**src/hdl/sird_pkg.sv**
```systemverilog
package sird_pkg;

  localparam int MAX_BASE   = 16;
  localparam int MAX_DIGITS = 32;

  localparam logic [7:0] CHAR_PLUS  = 8'h2B;
  localparam logic [7:0] CHAR_MINUS = 8'h2D;
  localparam logic [7:0] CHAR_NUL   = 8'h00;

  // Configuration register indexes.
  localparam logic [1:0] REG_BASE_SIZE    = 2'd0;
  localparam logic [1:0] REG_SYMBOLS_LOW  = 2'd1;
  localparam logic [1:0] REG_SYMBOLS_HIGH = 2'd2;

  typedef enum logic [2:0] {
    ST_IDLE,
    ST_CHECK,
    ST_DIV,
    ST_SIGN,
    ST_EMIT
  } state_t;

  // Symbol byte at position idx of the sixteen-entry alphabet.
  function automatic logic [7:0] symbol_at(input logic [63:0] lo, input logic [63:0] hi,
                                           input logic [3:0] idx);
    logic [127:0] all;
    all = {hi, lo};
    return all[{idx, 3'b000} +: 8];
  endfunction

endpackage

```
**src/hdl/signed_integer_to_radix_digits.sv**
```systemverilog
// Channel  | Direction | Payload
// s_       | in        | tdata[31:0] value (signed)
// m_       | out       | tdata[7:0] character, tlast last_char
// cfg_     | in        | cfg_index selects base_size, symbols_low, symbols_high
//
// A request is accepted, the alphabet is checked one symbol per cycle up to base_size symbols,
// each digit comes from the shared 4-bit-per-cycle divider, then one character is sent per
// cycle when the output is not stalled. The divider loop over the digits takes the longest;
// s_tready is high only when idle.
// rst is synchronous and clears the configuration, the state, quotient, digit_count and m_tvalid.
// A stalled m_tready holds the current character and pauses the emission.
module signed_integer_to_radix_digits (
  input  logic        clk,
  input  logic        rst,
  input  logic        s_tvalid,
  output logic        s_tready,
  input  logic [31:0] s_tdata,   // [31:0] value
  output logic        m_tvalid,
  input  logic        m_tready,
  output logic [7:0]  m_tdata,   // [7:0] character
  output logic        m_tlast,   // last_char
  input  logic        cfg_we,
  input  logic [1:0]  cfg_index,
  input  logic [63:0] cfg_data
);
  import sird_pkg::*;

  state_t state, state_next;

  logic [4:0]  base_size;
  logic [63:0] symbols_low;
  logic [63:0] symbols_high;

  logic        neg;
  logic [31:0] quotient;
  logic [4:0]  rem;
  logic [2:0]  step_cnt;
  logic [3:0]  chk_idx;
  logic [5:0]  digit_count;
  logic [4:0]  emit_idx;
  logic [3:0]  digit_store [MAX_DIGITS];

  // Input value held for the duration of the alphabet check.
  logic [31:0] s_value_hold;

  logic        base_ok;
  logic        chk_bad;
  logic        chk_last;
  logic [7:0]  chk_sym;
  logic [31:0] q_step;
  logic [4:0]  r_step;
  logic        digit_done;
  logic        div_finish;
  logic        out_free;
  logic        out_load;
  logic [7:0]  out_char;
  logic        out_last;

  assign base_ok  = (base_size >= 5'd2) && (base_size <= 5'(MAX_BASE));
  assign out_free = !m_tvalid || m_tready;

  // Alphabet check: one symbol per cycle against every later symbol in use and against NUL, + and -.
  always_comb begin
    logic dup;
    dup     = 1'b0;
    chk_sym = symbol_at(symbols_low, symbols_high, chk_idx);
    for (int j = 0; j < MAX_BASE; j++) begin
      if ((5'(j) > {1'b0, chk_idx}) && (5'(j) < base_size) &&
          (symbol_at(symbols_low, symbols_high, 4'(j)) == chk_sym)) begin
        dup = 1'b1;
      end
    end
    chk_bad  = dup || (chk_sym == CHAR_NUL) || (chk_sym == CHAR_PLUS) ||
               (chk_sym == CHAR_MINUS);
    chk_last = ({1'b0, chk_idx} == (base_size - 5'd1));
  end

  // Shared divider: four restoring steps per cycle on the narrow remainder.
  always_comb begin
    logic [4:0] t;
    q_step = quotient;
    r_step = rem;
    for (int k = 0; k < 4; k++) begin
      t = {r_step[3:0], q_step[31]};
      if (t >= base_size) begin
        r_step = t - base_size;
        q_step = {q_step[30:0], 1'b1};
      end else begin
        r_step = t;
        q_step = {q_step[30:0], 1'b0};
      end
    end
  end

  assign digit_done = (step_cnt == 3'd7);
  assign div_finish = digit_done && ((q_step == 32'd0) || (digit_count == 6'(MAX_DIGITS - 1)));

  // Next state.
  always_comb begin
    state_next = state;
    case (state)
      ST_IDLE: begin
        if (s_tvalid && base_ok) state_next = ST_CHECK;
      end
      ST_CHECK: begin
        if (chk_bad) state_next = ST_IDLE;
        else if (chk_last) state_next = ST_DIV;
      end
      ST_DIV: begin
        if (div_finish) state_next = neg ? ST_SIGN : ST_EMIT;
      end
      ST_SIGN: begin
        if (out_free) state_next = ST_EMIT;
      end
      ST_EMIT: begin
        if (out_free && (emit_idx == 5'd0)) state_next = ST_IDLE;
      end
      default: state_next = ST_IDLE;
    endcase
  end

  // Outputs of the sequencer.
  always_comb begin
    s_tready = 1'b0;
    out_load = 1'b0;
    out_char = CHAR_MINUS;
    out_last = 1'b0;
    case (state)
      ST_IDLE: s_tready = 1'b1;
      ST_SIGN: out_load = out_free;
      ST_EMIT: begin
        out_load = out_free;
        out_char = symbol_at(symbols_low, symbols_high, digit_store[emit_idx]);
        out_last = (emit_idx == 5'd0);
      end
      default: out_load = 1'b0;
    endcase
  end

  always_ff @(posedge clk) begin
    if (rst) begin
      state        <= ST_IDLE;
      base_size    <= '0;
      symbols_low  <= '0;
      symbols_high <= '0;
      quotient     <= '0;
      digit_count  <= '0;
      m_tvalid     <= 1'b0;
    end else begin
      state <= state_next;

      if (cfg_we) begin
        case (cfg_index)
          REG_BASE_SIZE:    base_size    <= cfg_data[4:0];
          REG_SYMBOLS_LOW:  symbols_low  <= cfg_data;
          REG_SYMBOLS_HIGH: symbols_high <= cfg_data;
          default:          base_size    <= base_size;
        endcase
      end

      case (state)
        ST_IDLE: begin
          chk_idx <= '0;
          if (s_tvalid) begin
            neg <= s_tdata[31];
          end
        end
        ST_CHECK: begin
          chk_idx <= chk_idx + 4'd1;
          if (!chk_bad && chk_last) begin
            // The magnitude of the most negative value still fits in 32 unsigned bits.
            quotient    <= neg ? (32'd0 - s_value_hold) : s_value_hold;
            digit_count <= '0;
            step_cnt    <= '0;
            rem         <= '0;
          end
        end
        ST_DIV: begin
          quotient <= q_step;
          step_cnt <= step_cnt + 3'd1;
          rem      <= digit_done ? 5'd0 : r_step;
          if (digit_done) begin
            digit_store[digit_count[4:0]] <= r_step[3:0];
            digit_count <= digit_count + 6'd1;
            emit_idx    <= digit_count[4:0];
          end
        end
        ST_EMIT: begin
          if (out_free) emit_idx <= emit_idx - 5'd1;
        end
        default: chk_idx <= chk_idx;
      endcase

      if (out_load) begin
        m_tvalid <= 1'b1;
      end else if (m_tready) begin
        m_tvalid <= 1'b0;
      end
    end
  end

  always_ff @(posedge clk) begin
    if (state == ST_IDLE && s_tvalid) s_value_hold <= s_tdata;
    if (out_load) begin
      m_tdata <= out_char;
      m_tlast <= out_last;
    end
  end

endmodule

```
**config.mk**
```make
export PLATFORM = sky130hd
export DESIGN_NAME = signed_integer_to_radix_digits
export DESIGN_NICKNAME = d
export VERILOG_FILES = /design/src/hdl/sird_pkg.sv /design/src/hdl/signed_integer_to_radix_digits.sv
export SDC_FILE = /design/constraint.sdc
export NUM_CORES = 1
export LEC_CHECK = 0
export BUFFER_PORTS_ARGS = -buffer_cell sky130_fd_sc_hd__buf_2
export CAP_MARGIN = 30
export CORE_MARGIN = 1.5
export CORE_UTILIZATION = 40
export CTS_BUF_LIST = sky130_fd_sc_hd__clkbuf_8
export DETAILED_ROUTE_END_ITERATION = 6
export REMOVE_ABC_BUFFERS = 1
export SLEW_MARGIN = 5
export SYNTH_ARGS = -nofsm -noshare
export SYNTH_HDL_FRONTEND = slang
export SYNTH_SLANG_ARGS = --single-unit
```
**constraint.sdc**
```tcl
create_clock -name clk -period 22.4 [get_ports clk]
set_input_delay 1.12 -clock clk [delete_from_list [all_inputs] [get_ports clk]]
set_output_delay 1.12 -clock clk [all_outputs]
set_load 0.02 [all_outputs]
```
; After elaboration in Yosys (flattened, before gate mapping)
; Memories as Yosys holds them, arrays and structs flattened. A register that Yosys moved wholly into a read port is not among the register bits.
; Cells that the tools add are included.
[totals]
input_bits = 103
regBits = 233
out_inout_bits = 11
n_memories = 1
ramBits = 128
[classes]
mux = 55
n_shift = 2
magnitude_cmp = 36
reduce_logical = 63
eq_ne = 34
n_addsub = 10
n_bitwise = 1
[memory_table]
columns = name, depth, word_bits, read_ports, rd_ports_with_merged_regs, write_ports, line
row1 = digit_store, 32, 4, 1, 1, 1, signed_integer_to_radix_digits.sv:41  ; logic [3:0] digit_store [MAX_DIGITS];
[ops]
columns = operator, n
row1 = $shiftx A128 B8 Y8, 2
row2 = $eq A8 B8 Y1, 15
row3 = $mux W32, 2
row4 = $pmux W32 S2, 1
row5 = $lt A4 B5 Y1 const A, 8
row6 = $logic_and A1 B1 Y1, 36
row7 = $gt A4 B4 Y1 const A, 8
row8 = $logic_not A32 Y1, 1
row9 = $sub A1 B32 Y32 const A, 1
row10 = $mux W1, 27
row11 = $mux W3, 8
row12 = $mux W4, 6
row13 = $ge A5 B5 Y1, 4
row14 = $lt A3 B5 Y1 const A, 4
row15 = $eq A8 B6 Y1 const B, 2
row16 = $gt A3 B4 Y1 const A, 4
row17 = $pmux W4 S2, 2
row18 = $sub A4 B4 Y4, 4
row19 = $mux W5, 3
row20 = $pmux W3 S5, 1
row21 = $ne A2 B2 Y1 const B, 7
row22 = $mux W6, 2
row23 = $pmux W6 S2, 1
row24 = $lt A2 B5 Y1 const A, 2
row25 = other kinds (32), 50

; Depth between registers and ports, before layout
; Gate-level depths: netlist of the first run.
[logic_depth]
depth_word = 25
mapped_depth = 41
depth_no_buf = 38

; Least setup slack after synthesis of the first run
; OpenSTA, ideal clock, no wires.
[synth_path]
path_type = flip-flop to flip-flop
startpoint = reg base_size[1]
endpoint = mem digit_store[0][2] (data pin)
path_stages_with_launch = 35
arrival_time_ps = 7645
path_buffers = 3
setup_ps = 460
path_slack_ps = 14294
path_cell_list = dfxtp_1 -> inv_1 -> ha_1 -> nor2b_1 -> o21ai_0 -> nand3b_1 -> a21o_1 -> a21o_1 -> clkbuf_1 -> o21ai_0 -> inv_1 -> ha_1 -> nor2b_1 -> o21ai_0 -> a31oi_1 -> o21ai_0 -> nand2b_1 -> clkbuf_1 -> o21ai_0 -> inv_1 -> ha_1 -> a21o_1 -> a21oi_1 -> nand2_1 -> a21o_1 -> a21o_1 -> a21oi_1 -> ha_1 -> nor2b_1 -> o21ai_0 -> a31oi_1 -> o21ai_0 -> nand2b_1 -> clkbuf_1 -> o21ai_0
[synth_via]
elab_chain_cells = 8
[synth_rtl]
columns = item, line
row1 = "start, declared", signed_integer_to_radix_digits.sv:30  ; logic [4:0] base_size;
row2 = "start signal, assigned", signed_integer_to_radix_digits.sv:154  ; REG_BASE_SIZE: base_size <= cfg_data[4:0];
row3 = "start signal, assigned", signed_integer_to_radix_digits.sv:157  ; default: base_size <= base_size;
row4 = $sub A4 B4 Y4 / $ge A5 B5 Y1 (equally long branches), "signed_integer_to_radix_digits.sv:86, signed_integer_to_radix_digits.sv:85"
row5 = $mux W4, signed_integer_to_radix_digits.sv:85  ; if (t >= base_size) begin
row6 = $sub A4 B4 Y4 / $ge A5 B5 Y1 (equally long branches), "signed_integer_to_radix_digits.sv:86, signed_integer_to_radix_digits.sv:85"
row7 = $mux W4, signed_integer_to_radix_digits.sv:85
row8 = $ge A5 B5 Y1 / $sub A4 B4 Y4 (equally long branches), "signed_integer_to_radix_digits.sv:85, signed_integer_to_radix_digits.sv:86"
row9 = $mux W4, signed_integer_to_radix_digits.sv:85
row10 = $sub A4 B4 Y4 / $ge A5 B5 Y1 (equally long branches), "signed_integer_to_radix_digits.sv:86, signed_integer_to_radix_digits.sv:85"
row11 = $mux W4 *, signed_integer_to_radix_digits.sv:85
row12 = via r_step[2], signed_integer_to_radix_digits.sv:51  ; logic [4:0] r_step;
row13 = "end, declared", signed_integer_to_radix_digits.sv:41
; Mark *: on every way through the listed nets, which the timed path passes. The rest lies on a longest branch.

; Final worst setup path of the first run
[layout_path]
startpoint = reg base_size[1]
endpoint = reg state[0]
[layout_via]
elab_chain_cells = 23
[layout_rtl]
columns = item, line
row1 = branches (longest 23 deep; another with $ge A5 B5 Y1), -
row2 = "end signal, assigned", signed_integer_to_radix_digits.sv:150  ; state <= state_next;
row3 = "end, declared", signed_integer_to_radix_digits.sv:28  ; state_t state, state_next;
; Several ways; the timed one is not identified.
; A chain may end at the register's enable or synchronous reset.

==> results of run 1 <==
[cell usage after synthesis (all sizes together) (18+ instances only)]
library cell,number
inv,40
dfxtp,180
mux2i,68
o21ai,75
nor2,105
o211ai,49
a21oi,179
nand3b,18
clkbuf,87
nand4,18
buf,48
ha,35
edfxtp,186
xnor2,67
nor2b,29
nand3,20
mux2,38
xor2,79
nor4,27
nand2,386
mux4,66
or4,33
[final cells by class]
cell class | instances | share of cell area [%]
inverter | 41 | 0.679
multi-input combinational | 1457 | 45.2
tap | 672 | 3.71
clock buffer | 80 | 4.85
timing repair buffer | 144 | 3.75
antenna | 3 | 0.0331
sequential | 366 | 40.5
clock inverter | 42 | 1.26
[cells by family (layout without fill, tap and decap cells)]
logic type / count (synthesis) / count (layout) / synth area share [%]
AND/OR/NAND/NOR: 702 / 702 / 16.2
AO/OA/AOI/OAI: 398 / 398 / 12.5
flip-flops: 366 / 366 / 45.6
buffers and inverters: 176 / 307 / 3.83
multiplexers: 172 / 172 / 13.0
XOR/XNOR: 146 / 146 / 6.34
adder cells (fa/ha/maj): 39 / 39 / 2.57
other: 0 / 3 / 0
[per-layer routing]
metal / vias to the layer above / GRT usage, % / part of all wire, %
met5: - / 0 / 0.023
met4: 2 / 8.87 / 3.0
met3: 88 / 4.49 / 6.0
met2: 475 / 33.3 / 44
met1: 7615 / 31.2 / 47
li1: 7430 / - / -
[layout by cell type (no fill, tap or decap), types with 5 or more instances in the layout]
cell type,n
nor2_1,102
nor4_1,25
inv_1,55
a221o_1,6
or4_1,33
mux2i_1,64
and3_1,5
nand2b_1,8
o31ai_1,6
o211a_1,5
and2_1,12
clkinv_2,5
dfxtp_1,179
mux4_2,63
mux2_2,37
nand2_1,385
xor2_1,79
or3_1,14
buf_4,27
a31oi_1,11
o211ai_1,49
xnor2_1,67
buf_2,113
edfxtp_1,186
nor2b_1,29
nand4_1,18
nand3_1,18
nor3_1,12
clkbuf_8,80
o21ai_0,69
a21o_1,7
a21oi_1,178
clkinv_1,11
ha_1,35
nand3b_1,18
a22oi_1,8
[worst min path at each step]
stage | endpoint
finish | symbols_low[2]
global placement | symbols_low[0]
floorplan | symbols_low[0]
CTS | symbols_low[1]
detailed placement | symbols_low[1]
global route | symbols_low[1]
[registers in the layout, summed over array words and instances, names as in the netlist, named ones only]
signal / flops
base_size: 5
digit_store: 128
m_tlast: 1
rem: 4
chk_idx: 4
digit_count: 6
m_tdata: 8
emit_idx: 5
m_tvalid: 1
quotient: 32
state: 3
neg: 1
symbols_low: 64
step_cnt: 3
symbols_high: 64
s_value_hold: 32
[through the flow]
stage,cell area [sq um],utilization (%)
2_1_floorplan,19500,-
3_3_place_gp,21200,42.4
3_5_place_dp,21200,42.5
4_1_cts,22600,45.3
5_1_grt,22700,45.4
6_report,22700,45.4
[worst reg2reg max path, delay by kind of cell (launching register included)]
family	cells	cell delay (ps)
AO/OA/AOI/OAI	18	4060
AND/OR/NAND/NOR	9	1850
adder cells (fa/ha/maj)	4	1290
flip-flops	1	570
buffers and inverters	3	490
multiplexers	1	350
[power breakdown]
group          switching (mW)  total [mW]  internal [mW]  leakage [nW]
clock network           0.299       0.653          0.353         0.768
registers              0.0392       0.970          0.931          3.17
logic                   0.550       0.838          0.288          4.24
total                   0.889        2.46           1.57          8.17
==> out/qor.txt, run 1 <==
Status -> complete, no violations
Max-cap check violation count -> 0
Worst path required time -> 22930 ps
Seq. cell area -> 0.00919 sq mm
Number of buffers added for setup after CTS -> 0
Largest net degree at the start of global routing -> 79
Depth of the worst register-to-register path -> 35
Crit path max-delay cell type -> dfxtp_1
Tot Pwr -> 2.46 mW
Starting Density -> 40.3%
Ys Warns -> 0
CP Buf/Inv Count -> 3
Number of global-route vias before repair -> 14952
Top cells by area, synth -> edfxtp_1, dfxtp_1, nand2_1
Initial antenna violation count -> 4
Fin crit period -> 8710 ps
Setup TNS -> 0 ps
CTS tree -> done
HPWL Detailed -> 39900 microns
Sequential-to-total area share from yosys stat -> 45.6%
Crit-path leading delay family -> compound AO/OA/AOI/OAI gates
Top-area cell type share of the netlist area -> 27.7%
Cell count after synthesis -> 1999
Clk root buf -> clkbuf_8
Clock slew at reported path FFs -> 60 ps
Worst r2r dst -> state[0]
Die height -> 227 microns
GR Overflow Total -> 0
Worst R2R Setup Slack -> 13690 ps
Critical Path Sink -> state[0]
Startpoint Class -> register
Total Routing Usage GR -> 22.2%
Dominant synthesized flop cell -> edfxtp_1
Max Slew Vio Count -> 0
Core region area -> 0.0500 sq mm
Drt initial violations -> 1343
Slew margin rel. -> 32.6%
P&R area growth vs syn -> 12.5%
Synth Register Bits -> 366
Final WS setup -> 13690 ps
WHS Path Cells -> 2
Fraction of layout cells with a size suffix above 1 -> 17.7%
Final worst path period share -> 38.9%
Routed wire length -> 57200 microns
Netlist cell types -> 92
Worst r2r src -> base_size[1]
First-pass GRT wire length -> 87600 microns
Levels on crit path -> 35
Maximum VDD drop -> 196 uV
Yosys top cell by area -> edfxtp_1
Via count -> 15610
Tightest Pin Transition -> 1010 ps
CTS resizes -> 0
Placed cells -> 2677
Die width -> 227 microns
Final Skew -> 32.6 ps
Multi-input gate area -> 0.0103 sq mm
Hold slack -> 480 ps
Largest stage delay, worst path -> 570 ps
Crit Path Max Fanout -> 10
HP Start -> symbols_low[2]
RSZ-0062 raised after global routing -> no
Final Wtd Congestion -> 0.915
Routed Antenna Nets -> 0
Hold buffer count at cts -> 0
Setup crit end kind -> register
DIE AREA -> 0.0518 sq mm
Pleak -> 8.17 nW
# IOs -> 114
H-tree lvl count -> 3
Routed length per instance -> 20.4 microns
Post-route insts no fill -> 2805
Fillers -> 4671
DP Worst Slack -> 13640 ps
Fmax -> 115 MHz
Setup CP Type -> register to register
Post-Syn Area -> 0.0202 sq mm
EDFF count, synth -> 186
Final Hold Vio Count -> 0
Setup Viol. Count Final -> 0
Post-Syn Area per Cell -> 10.1 sq um
Drt drc -> 0
Clock Latency Late Sink -> 660 ps
1st-pass router iterations -> 5
# rows -> 82
CTS max path bufs -> 3
Pwr Density -> 109 mW/mm^2
Drt via density -> 5.57
Total clock sinks -> 366
Layout Nets -> 2219
CTS buffer count -> 67
HP Class -> register to register
Worst EP arrival -> 9240 ps
# port buffers -> 113
CP Launch Point -> base_size[1]
Crit path top cell by count -> o21ai_0
Fraction of registers with async set/reset -> 0%
Note: power is estimated with default switching activity, not from simulation.
==> run 2: changes to the inputs <==
Clock period 22.4 ns to 7.11 ns, I/O delays scaled along.
==> out/qor.txt, run 2 (synthesis results as in run 1) <==
Drt via density -> 5.49 (was 5.57)
CTS max path bufs -> 3 (unchanged)
Die width -> 227 microns (unchanged)
Routed Antenna Nets -> 0 (unchanged)
Final worst path period share -> 94.0% (was 38.9%)
Crit path max-delay cell type -> edfxtp_1 (was dfxtp_1)
Worst path required time -> 7700 ps (was 22930 ps)
Crit Path Max Fanout -> 6 (was 10)
Largest stage delay, worst path -> 440 ps (was 570 ps)
Via count -> 15997 (was 15610)
Die height -> 227 microns (unchanged)
Status -> complete, no violations (unchanged)
1st-pass router iterations -> 5 (unchanged)
Most common cell after layout, fill and taps aside -> nand2_1 (unchanged)
Starting Density -> 40.3% (unchanged)
Maximum VDD drop -> 243 uV (was 196 uV)
Max Slew Vio Count -> 0 (unchanged)
HP Class -> primary input to register (was register to register)
CTS tree -> done (unchanged)
Final Util -> 47.7% (was 45.4%)
Drt initial violations -> 1163 (was 1343)
Final Hold Vio Count -> 0 (unchanged)
Final Skew -> 41.4 ps (was 32.6 ps)
Design area -> 0.0238 sq mm (was 0.0227 sq mm)
Clock Latency Late Sink -> 700 ps (was 660 ps)
Startpoint Class -> register (unchanged)
Setup TNS -> 0 ps (unchanged)
Most frequent cells in the layout -> nand2_1, edfxtp_1, dfxtp_1, a21oi_1, buf_2 (unchanged)
Core region area -> 0.0500 sq mm (unchanged)
Pleak -> 8.69 nW (was 8.17 nW)
Routed wire length -> 58000 microns (was 57200 microns)
Depth of the worst register-to-register path -> 32 (was 35)
Max reg flops -> 128 (unchanged)
Clock slew at reported path FFs -> 70 ps (was 60 ps)
First-pass GRT wire length -> 89500 microns (was 87600 microns)
Setup crit end kind -> register (unchanged)
Fmax -> 150 MHz (was 115 MHz)
Total Routing Usage GR -> 22.4% (was 22.2%)
Setup Viol. Count Final -> 0 (unchanged)
H-tree lvl count -> 2 (was 3)
Pwr Density -> 325 mW/mm^2 (was 109 mW/mm^2)
# IOs -> 114 (unchanged)
HPWL Detailed -> 40200 microns (was 39900 microns)
Total clock sinks -> 366 (unchanged)
Number of global-route vias before repair -> 15503 (was 14952)
# port buffers -> 113 (unchanged)
Drt drc -> 0 (unchanged)
Setup CP Type -> register to register (unchanged)
Final Wtd Congestion -> 0.947 (was 0.915)
Clk root buf -> clkbuf_8 (unchanged)
Fin crit period -> 6690 ps (was 8710 ps)
Routed length per instance -> 19.9 microns (was 20.4 microns)
CTS buffer count -> 61 (was 67)
DIE AREA -> 0.0518 sq mm (unchanged)
WHS Path Cells -> 4 (was 2)
GR Overflow Total -> 0 (unchanged)
Slew margin rel. -> 33.3% (was 32.6%)
Placement Cell Area -> 0.0214 sq mm (was 0.0212 sq mm)
Layout Nets -> 2330 (was 2219)
Max-cap check violation count -> 0 (unchanged)
Initial antenna violation count -> 1 (was 4)
# rows -> 82 (unchanged)
Tightest Pin Transition -> 1000 ps (was 1010 ps)
Largest net degree at the start of global routing -> 80 (was 79)
Fraction of layout cells with a size suffix above 1 -> 18.0% (was 17.7%)
P&R area growth vs syn -> 18.1% (was 12.5%)
Worst EP arrival -> 7270 ps (was 9240 ps)
## run 2: cell count changes in the layout (fill, tap and decap cells not counted), moves of 3 or more
cell	previous run	this run
dlygate4sd3_1	0	96
buf_4	27	47
inv_1	55	64
clkinv_1	11	3
o21ai_0	69	63
o21ai_1	2	6
clkbuf_8	80	77
## run 2: final cells by class
class                   instances  area (sq um)
well taps                     672           841
inverters                      41           154
multi-input cells            1457         10300
flip-flops and latches        366          9190
fillers                      4695         26200
repair buffers                261          1970
clock inverters                39           253
diodes                          1          2.50
clock buffers                  77          1060
## run 2: report_power, final
part / switching (mW) / internal [mW]
Sequential: 0.132 / 2.94
Clock: 0.908 / 1.06
Combinational: 1.77 / 0.936
## run 2: what timing repair did
item,in CTS,in global routing
gates resized for setup,3,22
buffers inserted,0,7
hold buffers,96,0
hold endpoints to repair,164,0
pin swaps,0,15
endpoints found under the setup margin,49,134
## run 2: routing by layer
layer	track usage, %	share of wire (%)	vias up
met4	6.34	2.3	0
met3	4.63	6.2	80
li1	-	-	7648
met2	34.5	45	465
met1	31.8	46	7804
met5	0	0	-
## run 2: final timing paths
| path | from | end | slack, ps |
|---|---|---|---|
| worst max-delay path | rem[0] | state[0] | 420 |
| worst min-delay path | m_tready | m_tvalid | 60 |
| worst max register to register | rem[0] | state[0] | 420 |
| worst min register to register | symbols_low[2] | symbols_low[2] | 480 |
## run 2: critical path: cells and delay by family (launching register included)
family	cells	cell delay, ps
AOI/OAI and AO/OA	13	2070
DFF	1	440
and+or+nand+nor	8	1290
adders and majority gates	4	1160
muxes	4	1180
buffers and inverters	3	410
## run 2: stage by stage
step,power (mW),hold slack [ps],setup WS [ps],cells
final,7.74,55.1,424,2914
after global placement,5.57,465,195,2692
after detailed placement,5.65,467,-89.0,2693
after CTS,7.69,11.0,5.36,2905
after global routing,8.16,48.3,-14.8,2914
after floorplan,4.71,423,-829,1864
